**src/design/pwg_pkg.sv**
```systemverilog
// ----------------------------------------------------------------------------
// pwg_pkg: shared types and constants of the periodic waveform generator
// holds register indexes, wave codes, the ecg table and controller commands
// ----------------------------------------------------------------------------
`default_nettype none
package pwg_pkg;

	localparam int ECG_LEN    = 253;
	localparam int SINE_STEPS = 1024;
	localparam int MAX_SMOOTH = 16;
	localparam int TIME_BITS  = 32;
	localparam int PER_W      = 15;
	localparam int AMP_W      = 15;
	localparam int LVL_W      = 15;

	// register indexes
	localparam logic [2:0] REG_PERIOD   = 3'd0;
	localparam logic [2:0] REG_OFFSET   = 3'd1;
	localparam logic [2:0] REG_WAVE     = 3'd2;
	localparam logic [2:0] REG_SMOOTH   = 3'd3;
	localparam logic [2:0] REG_START    = 3'd4;
	localparam logic [2:0] REG_TARGET   = 3'd5;
	localparam logic [2:0] REG_FSTART   = 3'd6;
	localparam logic [2:0] REG_FDUR     = 3'd7;

	// wave codes
	localparam logic [1:0] WAVE_SINE   = 2'd0;
	localparam logic [1:0] WAVE_SQUARE = 2'd1;
	localparam logic [1:0] WAVE_HEART  = 2'd2;

	// controller to datapath commands
	typedef struct packed {
		logic load;      // capture time
		logic div_start; // start shared divider
		logic [2:0] div_sel; // which division to run
		logic fade_upd;  // write amplitude from fade quotient
		logic sine_step; // one sine evaluation step
		logic ecg_init;  // load first table value
		logic ecg_step;  // one smoothing round
		logic mul_lvl;   // form level product
		logic out_load;  // capture final level
	} pwg_cmd_t;

	typedef struct packed {
		logic div_done;
		logic fade_active;
		logic fade_hold;
		logic [4:0] smooth_n;
		logic [1:0] wave;
	} pwg_stat_t;

	localparam logic [2:0] DIV_PHASE = 3'd0;
	localparam logic [2:0] DIV_FADE  = 3'd1;
	localparam logic [2:0] DIV_IDX   = 3'd2;
	localparam logic [2:0] DIV_SMTH  = 3'd3;

	function automatic logic [7:0] ecg_rom(input logic [7:0] a);
		logic [7:0] v;
		case (a)
		8'd0: v=49; 8'd1: v=55; 8'd2: v=74; 8'd3: v=111; 8'd4: v=152; 8'd5: v=191;
		8'd6: v=222; 8'd7: v=244; 8'd8: v=255; 8'd9: v=255; 8'd10: v=240; 8'd11: v=195;
		8'd12: v=131; 8'd13: v=71; 8'd14: v=28; 8'd15: v=6; 8'd16: v=0; 8'd17: v=4;
		8'd18: v=12; 8'd19: v=18; 8'd20: v=24; 8'd21: v=28; 8'd22: v=32; 8'd23: v=34;
		8'd24: v=37; 8'd25: v=39; 8'd26: v=41; 8'd27: v=41; 8'd28: v=41; 8'd29: v=43;
		8'd30: v=43; 8'd31: v=43; 8'd32: v=43; 8'd33: v=43; 8'd34: v=43; 8'd35: v=45;
		8'd36: v=45; 8'd37: v=47; 8'd38: v=47; 8'd39: v=47; 8'd40: v=51; 8'd41: v=53;
		8'd42: v=53; 8'd43: v=51; 8'd44: v=51; 8'd45: v=53; 8'd46: v=55; 8'd47: v=57;
		8'd48: v=57; 8'd49: v=57; 8'd50: v=61; 8'd51: v=65; 8'd52: v=69; 8'd53: v=71;
		8'd54: v=74; 8'd55: v=74; 8'd56: v=74; 8'd57: v=78; 8'd58: v=78; 8'd59: v=80;
		8'd60: v=84; 8'd61: v=88; 8'd62: v=94; 8'd63: v=98; 8'd64: v=100; 8'd65: v=104;
		8'd66: v=108; 8'd67: v=115; 8'd68: v=119; 8'd69: v=123; 8'd70: v=125; 8'd71: v=127;
		8'd72: v=129; 8'd73: v=131; 8'd74: v=133; 8'd75: v=135; 8'd76: v=135; 8'd77: v=135;
		8'd78: v=133; 8'd79: v=131; 8'd80: v=129; 8'd81: v=127; 8'd82: v=121; 8'd83: v=115;
		8'd84: v=111; 8'd85: v=106; 8'd86: v=102; 8'd87: v=98; 8'd88: v=94; 8'd89: v=88;
		8'd90: v=82; 8'd91: v=78; 8'd92: v=76; 8'd93: v=74; 8'd94: v=69; 8'd95: v=65;
		8'd96: v=61; 8'd97: v=59; 8'd98: v=59; 8'd99: v=59; 8'd100: v=59; 8'd101: v=59;
		8'd102: v=59; 8'd103: v=57; 8'd104: v=53; 8'd105: v=51; 8'd106: v=51; 8'd107: v=51;
		8'd108: v=53; 8'd109: v=53; 8'd110: v=53; 8'd111: v=53; 8'd112: v=53; 8'd113: v=55;
		8'd114: v=57; 8'd115: v=57; 8'd116: v=59; 8'd117: v=59; 8'd118: v=59; 8'd119: v=59;
		8'd120: v=61; 8'd121: v=61; 8'd122: v=61; 8'd123: v=61; 8'd124: v=59; 8'd125: v=59;
		8'd126: v=59; 8'd127: v=59; 8'd128: v=61; 8'd129: v=63; 8'd130: v=65; 8'd131: v=61;
		8'd132: v=59; 8'd133: v=55; 8'd134: v=53; 8'd135: v=51; 8'd136: v=51; 8'd137: v=49;
		8'd138: v=47; 8'd139: v=47; 8'd140: v=47; 8'd141: v=47; 8'd142: v=47; 8'd143: v=45;
		8'd144: v=45; 8'd145: v=47; 8'd146: v=47; 8'd147: v=47; 8'd148: v=47; 8'd149: v=47;
		8'd150: v=49; 8'd151: v=49; 8'd152: v=47; 8'd153: v=47; 8'd154: v=47; 8'd155: v=47;
		8'd156: v=47; 8'd157: v=47; 8'd158: v=47; 8'd159: v=45; 8'd160: v=45; 8'd161: v=45;
		8'd162: v=45; 8'd163: v=45; 8'd164: v=45; 8'd165: v=43; 8'd166: v=43; 8'd167: v=43;
		8'd168: v=45; 8'd169: v=47; 8'd170: v=47; 8'd171: v=47; 8'd172: v=45; 8'd173: v=45;
		8'd174: v=45; 8'd175: v=45; 8'd176: v=45; 8'd177: v=47; 8'd178: v=47; 8'd179: v=47;
		8'd180: v=47; 8'd181: v=47; 8'd182: v=47; 8'd183: v=49; 8'd184: v=51; 8'd185: v=51;
		8'd186: v=49; 8'd187: v=47; 8'd188: v=47; 8'd189: v=47; 8'd190: v=47; 8'd191: v=49;
		8'd192: v=51; 8'd193: v=51; 8'd194: v=49; 8'd195: v=51; 8'd196: v=53; 8'd197: v=53;
		8'd198: v=53; 8'd199: v=51; 8'd200: v=51; 8'd201: v=51; 8'd202: v=51; 8'd203: v=53;
		8'd204: v=55; 8'd205: v=55; 8'd206: v=57; 8'd207: v=57; 8'd208: v=57; 8'd209: v=53;
		8'd210: v=49; 8'd211: v=47; 8'd212: v=49; 8'd213: v=49; 8'd214: v=49; 8'd215: v=49;
		8'd216: v=51; 8'd217: v=53; 8'd218: v=55; 8'd219: v=55; 8'd220: v=57; 8'd221: v=55;
		8'd222: v=53; 8'd223: v=53; 8'd224: v=55; 8'd225: v=55; 8'd226: v=57; 8'd227: v=59;
		8'd228: v=61; 8'd229: v=65; 8'd230: v=67; 8'd231: v=65; 8'd232: v=63; 8'd233: v=65;
		8'd234: v=69; 8'd235: v=71; 8'd236: v=71; 8'd237: v=67; 8'd238: v=65; 8'd239: v=61;
		8'd240: v=59; 8'd241: v=59; 8'd242: v=59; 8'd243: v=59; 8'd244: v=59; 8'd245: v=57;
		8'd246: v=57; 8'd247: v=57; 8'd248: v=59; 8'd249: v=57; 8'd250: v=55; 8'd251: v=51;
		8'd252: v=49;
		default: v = 8'd0;
		endcase
		return v;
	endfunction

endpackage
`default_nettype wire

```
**src/design/pwg_ctrl.sv**
```systemverilog
// ----------------------------------------------------------------------------
// pwg_ctrl: sequencer of the waveform generator
// steps one item through fade, phase, wave evaluation and scaling
// ----------------------------------------------------------------------------
`default_nettype none
module pwg_ctrl
	import pwg_pkg::*;
(
	input  wire logic  clk,
	input  wire logic  arst_n,
	input  wire logic  in_fire,
	input  wire logic  out_free,
	input  pwg_stat_t  stat,
	output pwg_cmd_t   cmd,
	output logic       busy
);
	localparam logic [3:0] ST_IDLE   = 4'd0;
	localparam logic [3:0] ST_FADE   = 4'd1;
	localparam logic [3:0] ST_FADEW  = 4'd2;
	localparam logic [3:0] ST_PHASE  = 4'd3;
	localparam logic [3:0] ST_PHASEW = 4'd4;
	localparam logic [3:0] ST_IDX    = 4'd5;
	localparam logic [3:0] ST_IDXW   = 4'd6;
	localparam logic [3:0] ST_SINE   = 4'd7;
	localparam logic [3:0] ST_ECG0   = 4'd8;
	localparam logic [3:0] ST_SMTH   = 4'd9;
	localparam logic [3:0] ST_SMTHW  = 4'd10;
	localparam logic [3:0] ST_MUL    = 4'd11;
	localparam logic [3:0] ST_OUT    = 4'd14;

	logic [3:0] state_q, state_d;
	logic [3:0] step_q;
	logic [4:0] rnd_q;

	always_ff @(posedge clk or negedge arst_n) begin
		if (!arst_n) begin
			state_q <= ST_IDLE;
			step_q  <= '0;
			rnd_q   <= '0;
		end else begin
			state_q <= state_d;
			if (state_q == ST_IDX && stat.wave == WAVE_SINE) step_q <= '0;
			else if (state_q == ST_SINE) step_q <= step_q + 4'd1;
			if (state_q == ST_ECG0) rnd_q <= '0;
			else if (state_q == ST_SMTHW && stat.div_done) rnd_q <= rnd_q + 5'd1;
		end
	end

	// next state and commands
	always_comb begin
		state_d = state_q;
		cmd = '0;
		unique case (state_q)
		ST_IDLE: begin
			if (in_fire) begin
				cmd.load = 1'b1;
				state_d = ST_FADE;
			end
		end
		ST_FADE: begin
			if (stat.fade_active) begin
				cmd.div_start = 1'b1;
				cmd.div_sel = DIV_FADE;
				state_d = ST_FADEW;
			end else begin
				cmd.fade_upd = !stat.fade_hold;
				state_d = ST_PHASE;
			end
		end
		ST_FADEW: begin
			cmd.div_sel = DIV_FADE;
			if (stat.div_done) begin
				cmd.fade_upd = 1'b1;
				state_d = ST_PHASE;
			end
		end
		ST_PHASE: begin
			cmd.div_start = 1'b1;
			cmd.div_sel = DIV_PHASE;
			state_d = ST_PHASEW;
		end
		ST_PHASEW: begin
			cmd.div_sel = DIV_PHASE;
			if (stat.div_done) state_d = ST_IDX;
		end
		ST_IDX: begin
			if (stat.wave == WAVE_SINE || stat.wave == WAVE_HEART) begin
				cmd.div_start = 1'b1;
				cmd.div_sel = DIV_IDX;
				state_d = ST_IDXW;
			end else begin
				state_d = ST_MUL;
			end
		end
		ST_IDXW: begin
			cmd.div_sel = DIV_IDX;
			if (stat.div_done)
				state_d = (stat.wave == WAVE_SINE) ? ST_SINE : ST_ECG0;
		end
		ST_SINE: begin
			cmd.sine_step = 1'b1;
			if (step_q == 4'd12) state_d = ST_MUL;
		end
		ST_ECG0: begin
			cmd.ecg_init = 1'b1;
			state_d = ST_SMTH;
		end
		ST_SMTH: begin
			if (rnd_q == stat.smooth_n) begin
				state_d = ST_MUL;
			end else begin
				cmd.ecg_step = 1'b1;
				cmd.div_start = 1'b1;
				cmd.div_sel = DIV_SMTH;
				state_d = ST_SMTHW;
			end
		end
		ST_SMTHW: begin
			cmd.div_sel = DIV_SMTH;
			if (stat.div_done) state_d = ST_SMTH;
		end
		ST_MUL: begin
			cmd.mul_lvl = 1'b1;
			state_d = ST_OUT;
		end
		ST_OUT: begin
			if (out_free) begin
				cmd.out_load = 1'b1;
				state_d = ST_IDLE;
			end
		end
		default: state_d = ST_IDLE;
		endcase
	end

	assign busy = (state_q != ST_IDLE);
endmodule
`default_nettype wire

```
**config.mk**
```make
export PLATFORM = sky130hd
export DESIGN_NAME = pwg_ctrl
export DESIGN_NICKNAME = d
export VERILOG_FILES = /design/src/design/pwg_pkg.sv /design/src/design/pwg_ctrl.sv
export SDC_FILE = /design/constraint.sdc
export NUM_CORES = 1
export LEC_CHECK = 0
export BUFFER_PORTS_ARGS = -buffer_cell sky130_fd_sc_hd__buf_2
export CORE_ASPECT_RATIO = 0.8
export CORE_MARGIN = 1
export CORE_UTILIZATION = 50
export DETAILED_ROUTE_END_ITERATION = 12
export PLACE_DENSITY = 0.76
export SETUP_SLACK_MARGIN = 0.4
export SLEW_MARGIN = 5
export SYNTH_ARGS = -nofsm -noshare
export SYNTH_HDL_FRONTEND = slang
export SYNTH_SLANG_ARGS = --single-unit
```
**constraint.sdc**
```tcl
create_clock -name clk -period 4.7 [get_ports clk]
set_clock_uncertainty 0.2 [all_clocks]
set_input_delay 0.705 -clock clk [delete_from_list [all_inputs] [get_ports clk]]
set_output_delay 0.705 -clock clk [all_outputs]
set_load 0.05 [all_outputs]
```
Yosys cells after proc, flatten, opt, wreduce, memory -nomap -nowiden
Cells that the tools add are included.
{"block": "totals", "reg_bits": 13, "output_inout_bits": 12, "wordCells": 70}
{"block": "op_classes", "eq_ne": 22, "add_sub_neg": 2, "reduce_logical": 10, "mux": 33}
{"cell": "two-way mux 4 bit", "n": 14}
{"cell": "one-hot mux 4 bit (13 select lines)", "n": 1}
{"cell": "== test 4 bit, second input constant", "n": 6}
{"cell": "one-hot mux 3 bit (6 select lines)", "n": 1}
{"cell": "== test 4 x 3 -> 1 bit, second input constant", "n": 4}
{"cell": "two-way mux 1 bit", "n": 13}
{"cell": "!= test 2 bit, second input constant", "n": 6}
{"cell": "two-way mux 5 bit", "n": 2}
{"cell": "== test 4 x 2 -> 1 bit, second input constant", "n": 2}
{"cell": "AND reduction 7 bit", "n": 1}
{"cell": "adder 5 x 1 -> 5 bit, second input constant", "n": 1}
{"cell": "== test 5 bit", "n": 1}
{"cell": "adder 4 x 1 -> 4 bit, second input constant", "n": 1}
{"cell": "== test 4 x 1 -> 1 bit, second input constant", "n": 1}
{"cell": "zero test 4 bit", "n": 1}
{"cell": "one-hot mux 1 bit (4 select lines)", "n": 1}
{"cell": "nonzero test 2 bit", "n": 2}
{"cell": "nonzero test 4 bit", "n": 1}
{"cell": "== test 2 bit, second input constant", "n": 1}
{"cell": "logical AND 1 bit", "n": 2}
{"cell": "zero test 2 bit", "n": 1}
{"cell": "!= test 2 x 1 -> 1 bit, second input constant", "n": 1}
{"cell": "one-hot mux 1 bit (2 select lines)", "n": 1}
{"cell": "zero test 1 bit", "n": 1}
{"cell": "logical OR 1 bit", "n": 1}

Logic depth before layout (Yosys ltp)
Gate-level depths: netlist of the first run.
{"block": "depth", "word_depth": 4, "mapped_depth": 7, "ltp_nobuf": 6}

Worst setup path before layout of the first run
No wires, ideal clock.
{"block": "synth_path", "path_kind": "in2out", "from": "in stat[6] (netlist name)", "to": "out cmd[9] (netlist name)", "slack_ps": 808, "arrival_time_ps": 2987, "path_stages": 4, "t_required_ps": 3795, "n_path_buf": 0, "cell_sequence": "xnor2_1 -> a311oi_1 -> a21oi_1 -> o21ai_0"}
{"element": "start, declared", "line": "pwg_ctrl.sv:13", "text": "input pwg_stat_t stat,"}
{"element": "end, declared", "line": "pwg_ctrl.sv:14", "text": "output pwg_cmd_t cmd,"}

==> results.ini, run 1 <==
[yosys]
synth_area_leaders = dfrtp_1 (34%), nor2_1 (7.7%), xor2_1 (7.2%), ha_1 (3.9%), xnor2_1 (3.6%)
yosysSeqAreaShare_pct = 33.55
syn_avg_cell_area_um2 = 8.432
ys_ff_latch = 13
syn-num-nets = 132
yosysWarnings = 0
syn_area_um2 = 969.7
synth.largest_area_cell = dfrtp_1
syn-instance-count = 115
synth_cell_types = 37
yosysTopAreaCellShare_pct = 33.55

[floorplan]
die_h_um = 41.39
core_area_um2 = 1724
die_w_um = 51.24
initial_core_util_pct = 56.24
die_area_um2 = 2121
rows = 13
num_io_pins = 26

[cells_and_area]
fin_nets = 155
layout_common_cells = buf_2 (24), nor2_1 (20), dfrtp_1 (13), xor2_1 (8)
drive_gt1_share_pct = 24.82
layout_commonest_cell = buf_2
syn_to_final_growth_pct = 13.94
antenna_cells = 0

[sta]
slew_viol_final = 0
whs_ps = 98.50
grt_setup_unrepaired = false
finalCritPeriodShare_pct = 61.37
setup_viol = 0
fmax_mhz = 346.7
worstMarginPinSlew_ps = 681.8
tns_ps = 0
period_minus_slack_ps = 2884
final_hold_viol_count = 0
slew_headroom_pct = 54.12

[critical_path]
crit_path_start_kind = register
path_max_fanout = 14
cp.required_ps = 3800
cp.arrival_ps = 1980
critPathKind = register to output pin
crit_path_end_kind = output pin

[grt]
grt_antenna_before_repair = 0
grt_pass1_vias = 743
grt_pass1_wl_um = 3387
grt-ovfl-total = 0
grt_usage_pct = 22.22
grt_max_degree = 16

[routing]
drt-pass1-iter-count = 4
drt_iter0_markers = 31
route.vias.total = 908
vias_per_cell = 5.711
drtAntennaViolNets = 0
drc_errors = 0
post_drt_wl_per_cell_um = 13.36
wirelength_um = 2124

[clock_network]
clk_pin_slew_ps = 90
cts_resized = 0
cts_sinks = 13
cts_tree = built
hold_buffers = 0
cts_root_buf = clkbuf_4
clock_latency_ps = 270
cts_buffers = 3
cts_setup_buffers = 0
htree_levels = 1
clockBufferDepth = 2

[worst_hold_path]
hold_path.class = primary input to async pin

[status]
status = completed

[placement]
port_buffers = 24
gp_congestion = 0.8628
post-dp-hpwl_um = 1665

[power]
powerDensity_nw_per_um2 = 672.9
p_leak_uw = 0.0005396
p_total_uw = 743.4
peakVddDrop_v = 0.0003069

[flow_run]
cap_violations = 0

[final timing paths]
kind,endpoint,startpoint,cells past startpoint,slack [ps]
max,cmd[9],state_q[1]$_DFFE_PN0P_,5,1820
max in group asynchronous,state_q[1]$_DFFE_PN0P_,arst_n,1,3960
min in group clk,step_q[3]$_DFFE_PN0P_,step_q[3]$_DFFE_PN0P_,2,370
min reg2reg,step_q[3]$_DFFE_PN0P_,step_q[3]$_DFFE_PN0P_,2,370
max reg2reg,state_q[3]$_DFFE_PN0P_,state_q[2]$_DFFE_PN0P_,5,2580
min,rnd_q[2]$_DFFE_PN0P_,arst_n,1,100
[registers in the layout (all words and copies together), names as in the netlist]
| signal | count |
|---|---|
| rnd_q | 5 |
| step_q | 4 |
| state_q | 4 |
[critical path, cell delays in order, from the launching register on]
cell,delay (ps)
dfrtp_1,520
nand2b_1,260
a311oi_1,420
a21oi_1,130
o21ai_0,100
buf_2,290
[cells by family after synthesis]
logic type	Yosys count	synth area share (%)
adders and majority gates	3	3.871
other	1	0.3867
muxes	2	2.580
buffers and inverters	9	5.289
AOI/OAI and AO/OA	21	15.23
xor gates and xnor gates	12	10.84
DFF	13	33.55
and+or+nand+nor	54	28.26
[area by class of cell]
type	count	area, um2
Multi-Input combinational cell	93	593.1
Clock inverter	1	5.005
Fill cell	162	619.3
Tap cell	22	27.53
Sequential cell	13	325.3
Inverter	3	11.26
Timing Repair Buffer	24	120.1
Clock buffer	3	22.52
[where the power goes]
group	internal (uW)	leakage (uW)	total, uW	switching, uW
clock	31.5	0.0000177	68.3	36.8
combinational	154	0.000357	439	284
sequential	154	0.000165	236	82.0
total	340	0.000540	743	403
[cell usage after synthesis]
cell,instances
nand4_1,3
mux2_4,1
mux2i_1,1
and3_1,2
o21ai_0,6
nand2b_1,5
buf_4,2
conb_1,1
dfrtp_1,13
nand2_2,1
a311oi_1,2
o32ai_1,1
nor2_1,20
nor3_1,6
a21oi_1,4
or2_2,1
xnor2_1,4
nor2b_2,1
o211ai_1,2
and2b_1,1
o21a_1,1
nor2_2,1
a221oi_2,1
a21o_1,1
inv_1,3
buf_2,2
buf_6,1
xor2_1,8
o2bb2ai_1,1
nor2b_1,4
nor4_1,1
nand2_1,6
a22oi_1,1
a311o_1,1
and4_1,2
clkbuf_1,1
ha_1,3
[stage by stage]
step / util [%] / setup slack (ps) / cells / area (um2)
after global routing: 64.08 / 1648 / 159 / 1105
after detailed placement: 62.48 / 1830 / 155 / 1077
after floorplan: - / 808.4 / 115 / 969.7
after CTS: 64.08 / 1805 / 159 / 1105
after global placement: 62.48 / 1951 / 155 / 1077
final: 64.08 / 1816 / 159 / 1105
[per-layer routing]
| metal | up-vias | global-route usage, % | wire (um) |
|---|---|---|---|
| li1 | 445 | - | - |
| met1 | 415 | 27.94 | 984 |
| met2 | 46 | 39.14 | 976 |
| met3 | 2 | 3.986 | 149 |
| met4 | 0 | 9.459 | 14 |
| met5 | - | 0 | 0 |
(Power assumes the default switching activity.)
==> run 2, diff against run 1 <==
clock period = 2.7 ns   (was 4.7 ns; I/O delays follow)
==> run 2 against run 1 <==
  * Wire length is 4.2% higher
  * Sequential cell count stayed put
  * Sequential power is 78% higher
  * Final cell count is 5.7% higher
  * Hold slack better by 150 ps
  * Critical path type unchanged
  * Critical endpoint is now cmd[6]
  * Largest power group unchanged
==> results.ini, run 2 (synthesized netlist as in run 1, its figures left out) <==
[status]
status = completed

[routing]
drt_iter0_markers = 31
drt-pass1-iter-count = 4
route.vias.total = 937
vias_per_cell = 5.577
drc_errors = 0
drtAntennaViolNets = 0
wirelength_um = 2213
post_drt_wl_per_cell_um = 13.17

[critical_path]
cp.required_ps = 2100
slowest_stage = dfrtp_1
r2r_setup_slack_ps = 680
critPathKind = register to output pin
path_max_fanout = 3
reg2reg_from = state_q[3]$_DFFE_PN0P_
critPathMaxStageDelay_ps = 400
crit_path_end_kind = output pin
crit_chain = xor2_1 -> nor3_2 -> a311oi_4 -> a311o_2 -> buf_6
cp.arrival_ps = 1750
crit_path_start_kind = register
critical_path.startpoint = rnd_q[0]$_DFFE_PN0P_

[floorplan]
core_area_um2 = 1724
rows = 13
num_io_pins = 26
die_h_um = 41.39
die_w_um = 51.24
die_area_um2 = 2121
initial_core_util_pct = 56.24

[sta]
worstMarginPinSlew_ps = 656.9
fmax_mhz = 424.7
whs_ps = 251.6
setup_viol = 0
finalCritPeriodShare_pct = 87.22
grt_setup_unrepaired = true
final_hold_viol_count = 0
slew_headroom_pct = 55.80
period_minus_slack_ps = 2355
slew_viol_final = 0
tns_ps = 0

[power]
peakVddDrop_v = 0.0006502
pwr-share-seq_pct = 29.7
powerDensity_nw_per_um2 = 1139
p_leak_uw = 0.0005895
p_int_uw = 669.2
switching_share_pct = 52.67
p_clk_share_pct = 8.6
switchingPower_uw = 744.7
combPwrFrac_pct = 61.7

[cells_and_area]
syn_to_final_growth_pct = 28.00
largest_registers = rnd_q x5, state_q x4, step_q x4
fin_nets = 164
largest_reg_flops = 5
antenna_cells = 0
num-fill-cells = 142
final_cells = 168
drive_gt1_share_pct = 36.30
regMostFlops = rnd_q
layout_common_cells = nor2_1 (20), buf_2 (20), dfrtp_1 (9), xor2_1 (8), buf_4 (8)

[placement]
gp_congestion = 0.8597
dpl.cell_count = 155
port_buffers = 24
post-dp-hpwl_um = 1623

[clock_network]
cts_buffers = 3
clockBufferDepth = 2
cts_tree = built
htree_levels = 1
cts_root_buf = clkbuf_4
clk_pin_slew_ps = 80
clock_latency_ps = 280
cts_sinks = 13

[grt]
grt-ovfl-total = 0
grt_antenna_before_repair = 0
grt_max_degree = 16
grt_pass1_vias = 808
grt_usage_pct = 23.89
grt_pass1_wl_um = 3525

[worst_hold_path]
hold_path.class = primary input to register
hold_start = stat[1]

[flow_run]
cap_violations = 0

## run 2: cell types whose count changed in the layout (fill, tap and decap cells not counted), moves of 2 or more
cell      delta
buf_2        -4
buf_4        +8
buf_6        +2
clkbuf_4     +2
dfrtp_1      -4
dfrtp_2      +4
nand2b_1     -2
nor3_1       -2
nor3_2       +2
## run 2: path summary, 6_finish.rpt
check                                         end  depth (start not counted)
max                                        cmd[6]                          5
min                         step_q[2]$_DFFE_PN0P_                          3
max reg2reg                state_q[3]$_DFFE_PN0P_                          5
min reg2reg                 step_q[3]$_DFFE_PN0P_                          2
max in group asynchronous  state_q[3]$_DFFE_PN0P_                          2
min in group asynchronous   step_q[1]$_DFFE_PN0P_                          2
## run 2: area by class of cell
| class | count | area, um2 | area share (%) |
|---|---|---|---|
| inverters | 3 | 11.26 | 0.9073 |
| well taps | 22 | 27.53 | 2.218 |
| flip-flops and latches | 13 | 330.3 | 26.61 |
| clock buffers | 4 | 26.28 | 2.117 |
| repair buffers | 33 | 207.7 | 16.73 |
| multi-input cells | 93 | 638.1 | 51.41 |
## run 2: layer usage
layer  share of wire, %  wire [um]  GRT usage, %  up-vias
met5                  0          0             0        -
met4               0.45         10         12.84        0
met3                6.1        136         5.797        2
met2                 48       1062         38.16       34
met1                 45       1003         30.84      437
li1                   -          -             -      464
## run 2: per-stage QoR
stage          worst slack [ps]  area [um2]  power, uW  util, %
6_report                  345.2        1241       1414    71.99
3_3_place_gp              443.0        1120       1198    64.95
4_1_cts                   352.5        1222       1398    70.90
5_1_grt                   276.4        1241       1526    71.99
3_5_place_dp              420.6        1120       1218    64.95
2_1_floorplan             104.2        1018       1086        -
## run 2: power by group through the flow
| stage | clock, uW | sequential, uW | combinational [uW] |
|---|---|---|---|
| 2_1_floorplan | 0 | 332 | 754 |
| 3_3_place_gp | 0 | 414 | 784 |
| 3_5_place_dp | 0 | 417 | 801 |
| 4_1_cts | 127 | 414 | 856 |
| 5_1_grt | 135 | 439 | 952 |
| 6_report | 121 | 420 | 873 |
## run 2: what timing repair did
item	CTS	global route
gates cloned	0	0
hold endpoints to repair	13	0
setup endpoints to repair	6	6
gates resized for setup	6	6
setup buffers	7	1
hold buffers	1	0
pin swaps	3	1
## run 2: critical path, delay by kind of cell (launching register included)
family                 cells  cell delay [ps]
XOR/XNOR                   1              160
AO/OA/AOI/OAI              2              480
buffers and inverters      1              160
flip-flops                 1              400
AND/OR/NAND/NOR            1              280
